==> config.mk <==
export PLATFORM = sky130hd
export DESIGN_NAME = cholrf_unit
export DESIGN_NICKNAME = d
export VERILOG_FILES = /design/src/rtl/cholrf_pkg.sv /design/src/rtl/cholrf_unit.sv
export SDC_FILE = /design/constraint.sdc
export NUM_CORES = 1
export LEC_CHECK = 0
export BUFFER_PORTS_ARGS = -buffer_cell sky130_fd_sc_hd__buf_2
export CORE_MARGIN = 1
export CORE_UTILIZATION = 61
export DETAILED_ROUTE_END_ITERATION = 10
export GPL_TIMING_DRIVEN = 0
export MAX_ROUTING_LAYER = met4
export PLACE_DENSITY = 0.9
export SYNTH_ARGS = -nofsm -noshare
export SYNTH_HDL_FRONTEND = slang
export SYNTH_SLANG_ARGS = --single-unit
==> constraint.sdc <==
create_clock -name clk_i -period 4.3 [get_ports clk_i]
set_clock_uncertainty 0.1 [all_clocks]
set_input_delay 0.43 -clock clk_i [delete_from_list [all_inputs] [get_ports clk_i]]
set_output_delay 0.43 -clock clk_i [all_outputs]
set_load 0.03 [all_outputs]
==> src/rtl/cholrf_pkg.sv <==
package cholrf_pkg;

  localparam int unsigned MAX_DIM_DEF   = 8;
  localparam int unsigned FRAC_BITS_DEF = 16;
  localparam int unsigned IDX_W         = 3;
  localparam int unsigned DIM_W         = 4;
  localparam int unsigned VAL_W         = 32;
  localparam int unsigned ACC_W         = 64;

  typedef enum logic {
    OP_DIV,
    OP_SQRT
  } unit_op_e;

  typedef struct packed {
    logic     start;
    unit_op_e op;
  } unit_ctl_t;

  typedef enum logic [3:0] {
    S_IDLE,
    S_ENTRY,
    S_DOT_RD,
    S_DOT_MUL,
    S_DOT_ACC,
    S_RES_RD,
    S_RES,
    S_CHK,
    S_UNIT,
    S_EMIT_RD,
    S_EMIT_LD,
    S_EMIT_WAIT
  } state_e;

  // first store entry of a packed lower-triangle row
  function automatic logic [5:0] tri_base(input logic [IDX_W-1:0] row);
    logic [6:0] prod;
    prod = 7'({3'b000, row} * ({3'b000, row} + 4'd1));
    return prod[6:1];
  endfunction

endpackage

==> src/rtl/cholrf_unit.sv <==
module cholrf_unit
  import cholrf_pkg::*;
(
  input  logic                    clk_i,
  input  logic                    rst_ni,
  input  unit_ctl_t               ctl_i,
  input  logic [ACC_W-1:0]        num_i,
  input  logic [VAL_W-1:0]        den_i,
  output logic                    done_o,
  output logic [VAL_W-1:0]        res_o
);

  logic              busy_q, done_q;
  unit_op_e          op_q;
  logic [5:0]        cnt_q;
  logic [ACC_W-1:0]  x_q;
  logic [34:0]       rem_q;
  logic [62:0]       q_q;
  logic [VAL_W-1:0]  den_q;
  logic [5:0]        last_cnt;
  logic [31:0]       dtrial;
  logic [34:0]       strial, sroot;

  assign last_cnt = (op_q == OP_DIV) ? 6'd62 : 6'd31;
  assign dtrial   = {rem_q[30:0], x_q[63]};
  assign strial   = {rem_q[32:0], x_q[63:62]};
  assign sroot    = {1'b0, q_q[31:0], 2'b01};

  always_ff @(posedge clk_i or negedge rst_ni) begin
    if (!rst_ni) begin
      busy_q <= 1'b0;
      done_q <= 1'b0;
      cnt_q  <= '0;
    end else begin
      done_q <= 1'b0;
      if (ctl_i.start) begin
        busy_q <= 1'b1;
        cnt_q  <= '0;
      end else if (busy_q) begin
        cnt_q <= cnt_q + 6'd1;
        if (cnt_q == last_cnt) begin
          busy_q <= 1'b0;
          done_q <= 1'b1;
        end
      end
    end
  end

  always_ff @(posedge clk_i) begin
    if (ctl_i.start) begin
      op_q  <= ctl_i.op;
      den_q <= den_i;
      rem_q <= '0;
      q_q   <= '0;
      x_q   <= (ctl_i.op == OP_DIV) ? {num_i[62:0], 1'b0} : num_i;
    end else if (busy_q) begin
      if (op_q == OP_DIV) begin
        x_q <= {x_q[62:0], 1'b0};
        if (dtrial >= den_q) begin
          rem_q <= {3'b000, dtrial - den_q};
          q_q   <= {q_q[61:0], 1'b1};
        end else begin
          rem_q <= {3'b000, dtrial};
          q_q   <= {q_q[61:0], 1'b0};
        end
      end else begin
        x_q <= {x_q[61:0], 2'b00};
        if (strial >= sroot) begin
          rem_q <= strial - sroot;
          q_q   <= {q_q[61:0], 1'b1};
        end else begin
          rem_q <= strial;
          q_q   <= {q_q[61:0], 1'b0};
        end
      end
    end
  end

  always_comb begin
    if (op_q == OP_DIV) begin
      res_o = (q_q > 63'h8000_0000) ? 32'h8000_0000 : q_q[31:0];
    end else begin
      res_o = q_q[31] ? 32'h7FFF_FFFF : q_q[31:0];
    end
  end

  assign done_o = done_q;

endmodule

==> metrics.txt, run 1 <==
status=finished, violations left; failing checks=DRC; Post-CTS Setup Inserts=0; router iterations before antenna repair=9; post-cts gate resize count=0; core area=0.0220 mm2; dpl hpwl=28600 um; gr ovfl total=0; asr flop ratio synth=0.0398; Area after DPL=0.0148 mm2; Total Routing Usage GR=0.345; clk sinks=201; YS warnings=0; placed insts=1937; met2 GRT Util=0.540; vias in the first global route=12300; most frequent cell after synthesis=a21oi_1; Synth top area share=0.212; crit end category=flop; initial antenna violation count=0; clock root buffer=clkbuf_16; diodes inserted=0; GRT Max-Usage Layer=met2; final non-filler cell total=2011; critical path class=flop to flop; pin count of the biggest net entering global routing=44; num ports=133; placer's final routability congestion estimate=0.991; Die Area=0.0232 mm2; Max-slew headroom=0.468; Tightest Pin Transition=0.798 ns; Lkg Pwr=7.07 nW; Initial Util=0.627; DR iter-0 viols=1398; Post-synth EDFFs=97; TNS Setup=0 ns; Crit path largest cell delay=0.55 ns; PortBufs=132; CP max stage cell=dfxtp_1; chip width=152 um; post-route ant nets=0; RSZ-0062 raised after global routing=no; Max-Cap Viols=0; most used cell along the critical path=a21oi_1; Std-Cell Rows=54; Synth top cells by count=a21oi_1 (132), mux2i_1 (130), nor2_1 (113); ranking of synthesized cells by area=edfxtp_1 (21%), dfxtp_1 (14%), mux2i_1 (9.4%); H-tree Lvls=1; Mapped Area=0.0138 mm2; worst reg2reg path depth=13; Worst Path Max Fanout=10; min Tclk post-route=3.56 ns; post-synth cell types=84; Final nets=1883; Critical Path AT=3.80 ns; Slew Viols, Final=0; post-cts hold buffer count=33; Layout area overhead=15.2%; fmax=281 MHz; worst vdd ir=0.435 mV; hold violation total from the final report=0; worst hold slack=0.0200 ns; CTS buffer count=23; Avg Synthesized Cell Area=9.04 um2; clk buf depth=3; startpoint class of the critical path=flop; Seq/Total Area, Yosys=0.366; Min-Delay Path Class=input pin to flop; Final Cycle Share=0.828; first-pass GRT wire length=62900 um; synthesized flop and latch total=201; final instance area=0.0159 mm2; ys flop type=edfxtp_1; share of cells above drive strength 1=0.135; Clk pin slew, worst setup/hold paths=0.06 ns; pwr dens=616 mW/mm2; met3 GRT Util=0.0503; Worst-Skew Late Latency=0.52 ns; synthesized net count=1692; CTS tree=done; Mapped Cells=1524; GR Util met1=0.451; Cell Chain, Critical Path=ha_1 -> buf_2 -> a21oi_1 -> o2bb2ai_2 -> o41ai_4 -> nand2_1 -> a41oi_2 -> a21o_1 -> buf_6 -> buf_4 -> nor2_1 -> a21oi_1 -> a41oi_1; Total Routed Length=39500 um; Fillers=1647; Critical Path RT=4.54 ns; Hold Path Stages=1; Routed WL per cell=19.7 um; Die H=152 um; Via density=6.39; Final setup viols=0; largest area contributor in the netlist=edfxtp_1; drt drc=6; Vias=12800
-- cell families after synthesis --
logic type | after synthesis | share of synthesized area
xor gates and xnor gates | 62 | 0.0394
buffers and inverters | 187 | 0.0552
muxes | 131 | 0.0953
AOI/OAI and AO/OA | 468 | 0.236
and+or+nand+nor | 407 | 0.146
adders and majority gates | 68 | 0.0623
DFF | 201 | 0.366
-- metal layers --
layer  wire length [um]  part of all wire  up-vias
li1                   -                 -     6034
met1              16600              0.42     6010
met2              17800              0.45      669
met3               3630             0.092      135
met4               1520             0.038        0
met5                  0                 0        -
-- placed cells by master, fill, tap and decap left out, types with 4 or more instances in the layout --
cell,n
dlygate4sd3_1,33
xnor2_1,38
o221ai_1,4
ha_1,67
clkinv_2,4
and3_1,21
nor2_1,113
buf_2,147
o211ai_1,35
a21o_1,36
o21ai_0,41
clkbuf_1,71
edfxtp_1,97
a31o_2,14
inv_1,83
nor3_1,19
xor2_1,24
nand2_1,93
buf_4,4
a311oi_1,6
o31ai_1,4
a31oi_1,17
buf_1,15
o21bai_1,5
nor4_1,17
dfrtp_1,8
nand4_1,23
nand2b_1,5
o21a_1,40
nand3_1,25
nor2b_1,68
dfxtp_1,96
clkbuf_16,25
a21oi_1,132
or2_2,4
a211oi_1,78
mux2i_1,130
-- layout make-up --
type | instances | area, um2 | share of cell area
Multi-Input combinational cell | 1136 | 7980 | 0.503
Sequential cell | 201 | 5030 | 0.317
Timing Repair Buffer | 166 | 1010 | 0.0637
Clock buffer | 32 | 653 | 0.0412
Buffer | 103 | 444 | 0.0280
Tap cell | 280 | 350 | 0.0221
Inverter | 84 | 315 | 0.0199
Clock inverter | 9 | 78.8 | 0.00497
-- flip-flops by register name (all words and copies together) (netlist names) --
signal  cells
done_o      1
rem_q      33
cnt_q       6
op_q        1
x_q        64
busy_q      1
q_q        63
den_q      32
-- worst max-delay path, delay by kind of cell (launching register included) --
kind            cells  cell delay (ns)
compound gates      7             1.74
fa+ha+maj           1             0.29
buf+inv             3             0.49
flops               1             0.55
simple gates        2             0.19
-- report_power, final --
group	internal, W	switching [W]
clock network	0.00112	0.000812
logic	0.00213	0.00308
registers	0.00226	0.000371
-- final timing paths --
check / start / end / slack, ns
worst max register to register: rem_q[18]$_SDFFE_PP0P_ / rem_q[30]$_SDFFE_PP0P_ / 0.74
worst min register to register: q_q[62]$_SDFFE_PP0P_ / q_q[62]$_SDFFE_PP0P_ / 0.40
max in group asynchronous: rst_ni / done_o$_DFF_PN0_ / 3.69
worst max-delay path: rem_q[18]$_SDFFE_PP0P_ / rem_q[30]$_SDFFE_PP0P_ / 0.74
min in group asynchronous: rst_ni / cnt_q[0]$_DFFE_PN0P_ / 0.23
worst min-delay path: ctl_i[0] / op_q$_DFFE_PP_ / 0.02
-- through the flow --
| stage | setup WS (ns) | utilization | power, W |
|---|---|---|---|
| after floorplan | 1.21 | - | 0.00638 |
| after global placement | -0.354 | 0.673 | 0.00751 |
| after detailed placement | 0.744 | 0.674 | 0.00762 |
| after CTS | 0.822 | 0.722 | 0.00958 |
| after global routing | 0.635 | 0.722 | 0.0103 |
| final | 0.740 | 0.722 | 0.00978 |
Note: power is estimated with default switching activity, not from simulation.
==> run 2, diff against run 1 <==
- CORE_UTILIZATION: 61 -> 55
- PLACE_DENSITY: 0.9 -> 0.86
- clock period: 4.3 -> 3.15 ns (I/O delays scaled with it)
==> run 2 against run 1 <==
Against the previous run:
- the run ends with setup timing left
- design area is 3.9% higher
- combinational power is 53% higher
- sequential share of layout area is 1.0 points lower
- final cell count is 3.0% higher
- worst hold slack better by 0.038 ns
- die area is 11% higher
- largest cell class unchanged
- first-iteration DRC count is 18% lower
- critical path depth is 1 higher
==> metrics.txt, run 2 (synthesis results as in run 1) <==
Cell Chain, Critical Path=ha_4 -> fa_2 -> nand2b_4 -> a211oi_4 -> o41a_4 -> nor4_4 -> or2_1 -> buf_6 -> a21o_1 -> buf_6 -> buf_8 -> nand2_1 -> o211ai_1 -> a31o_2; dpl hpwl=29100 um; hold violation total from the final report=0; router iterations before antenna repair=8; multi-input logic area=0.00831 mm2; Largest Register=x_q; crit end category=flop; most frequent cells in the layout=buf_2 (145), mux2i_1 (130), a21oi_1 (125); Lkg Pwr=7.25 nW; startpoint class of the critical path=flop; clock root buffer=clkbuf_16; final instance area=0.0165 mm2; CTS tree=done; worst reg2reg path depth=14; fmax=314 MHz; core area=0.0245 mm2; placer's final routability congestion estimate=0.988; Via density=6.26; switching power=0.00622 W; r2r endpoint=rem_q[10]$_SDFFE_PP0P_; Crit path largest cell delay=0.43 ns; worst hold slack=0.0581 ns; worst vdd ir=0.508 mV; Std-Cell Rows=57; pwr dens=860 mW/mm2; num ports=133; Worst Path Max Fanout=10; Worst-Skew Late Latency=0.52 ns; CP max stage cell=edfxtp_1; Layout area overhead=19.7%; Final setup viols=6; Total Routing Usage GR=0.317; initial antenna violation count=0; CTS buffer count=23; max reg flops=64; Total Routed Length=41000 um; hold wc startpoint=num_i[0]; gr ovfl total=0; worst hold path endpoint=x_q[0]$_SDFFCE_PN0P_; DR iter-0 viols=1141; first-pass GRT wire length=63900 um; clk sinks=201; Area after DPL=0.0149 mm2; pin count of the biggest net entering global routing=43; failing checks=setup timing; diodes inserted=0; drt drc=0; largest registers=x_q x64, q_q x63, rem_q x33; Initial Util=0.563; Logic pwr share=0.561; critical path class=flop to flop; clock share of power=0.182; vias in the first global route=12400; Critical Path AT=3.49 ns; register share of total power=0.257; setup slack after layout=-0.0317 ns; Tightest Pin Transition=0.807 ns; clk buf depth=3; Critical Path RT=3.45 ns; RSZ-0062 raised after global routing=yes; register area=0.00507 mm2; min Tclk post-route=3.18 ns; PortBufs=132; r2r setup slk=-0.03 ns; Die Area=0.0257 mm2; Fillers=1878; status=finished, violations left; most used cell along the critical path=buf_6; worst r2r src=den_q[0]$_DFFE_PP_; most common cell after layout, fill and taps aside=buf_2; Max-Cap Viols=0; H-tree Lvls=1; Final Cycle Share=1.01; Die H=160 um; Slew Viols, Final=0; Routed WL per cell=19.8 um; post-route ant nets=0; share of cells above drive strength 1=0.194; Final nets=1900; Max-slew headroom=0.462; Min-Delay Path Class=input pin to flop; Sw Share=0.439; chip width=160 um; Int Pwr=0.00795 W; Hold Path Stages=2; Clk pin slew, worst setup/hold paths=0.06 ns; Vias=13000
[run 2: final cells by class]
cell class / instances / share of cell area
Clock inverter: 12 / 0.00448
Buffer: 96 / 0.0279
Tap cell: 324 / 0.0246
Multi-Input combinational cell: 1136 / 0.504
Inverter: 84 / 0.0191
Timing Repair Buffer: 190 / 0.0733
Clock buffer: 29 / 0.0394
Sequential cell: 201 / 0.307
[run 2: per-layer routing]
layer	track usage	up-vias	wire, um
met5	-	-	0
met4	0.119	0	1690
met3	0.0408	142	3920
met2	0.496	683	18600
met1	0.420	6095	16800
li1	-	6047	-
[run 2: power by group through the flow]
stage | registers, W | clock network [W] | logic (W)
3_5_place_dp | 0.00360 | 0 | 0.00682
6_report | 0.00364 | 0.00258 | 0.00796
5_1_grt | 0.00365 | 0.00268 | 0.00856
4_1_cts | 0.00357 | 0.00259 | 0.00722
2_1_floorplan | 0.00336 | 0 | 0.00535
3_3_place_gp | 0.00359 | 0 | 0.00672
[run 2: per-stage QoR]
step	TNS, ns	cells	utilization	total power, W	setup WS, ns
floorplan	0	1524	-	0.00870	0.0601
global placement	-94.19	1980	0.607	0.0103	-1.38
detailed placement	-23.28	1981	0.607	0.0104	-0.367
CTS	-0.0719	2067	0.660	0.0134	-0.0431
global route	-1.16	2072	0.674	0.0149	-0.102
finish	-0.0905	2072	0.674	0.0142	-0.0317
[run 2: critical path, delay by kind of cell (launching register included)]
| family | cells | cell delay, ns |
|---|---|---|
| DFF | 1 | 0.43 |
| and+or+nand+nor | 4 | 0.50 |
| buffers and inverters | 3 | 0.44 |
| adders and majority gates | 2 | 0.54 |
| AOI/OAI and AO/OA | 5 | 1.05 |
[run 2: worst max path at each step]
stage | startpoint | to | slack [ns] | cells after the start
floorplan | x_q[63]$_DFFE_PP_ | rem_q[27]$_SDFFE_PP0P_ | 0.06 | 15
global placement | ctl_i[1] | x_q[36]$_DFFE_PP_ | -1.38 | 5
detailed placement | ctl_i[1] | x_q[43]$_DFFE_PP_ | -0.37 | 6
CTS | x_q[63]$_DFFE_PP_ | rem_q[27]$_SDFFE_PP0P_ | -0.04 | 15
global route | x_q[63]$_DFFE_PP_ | rem_q[10]$_SDFFE_PP0P_ | -0.10 | 15
finish | den_q[0]$_DFFE_PP_ | rem_q[10]$_SDFFE_PP0P_ | -0.03 | 14
[run 2: timing repair]
action                                 CTS  global route
setup buffers                           12             9
pin swaps                               10            29
setup endpoints to repair               64            51
cloned                                   0             2
hold buffers                            34             0
resized for setup                       39            79
endpoints found under the hold margin   41             0
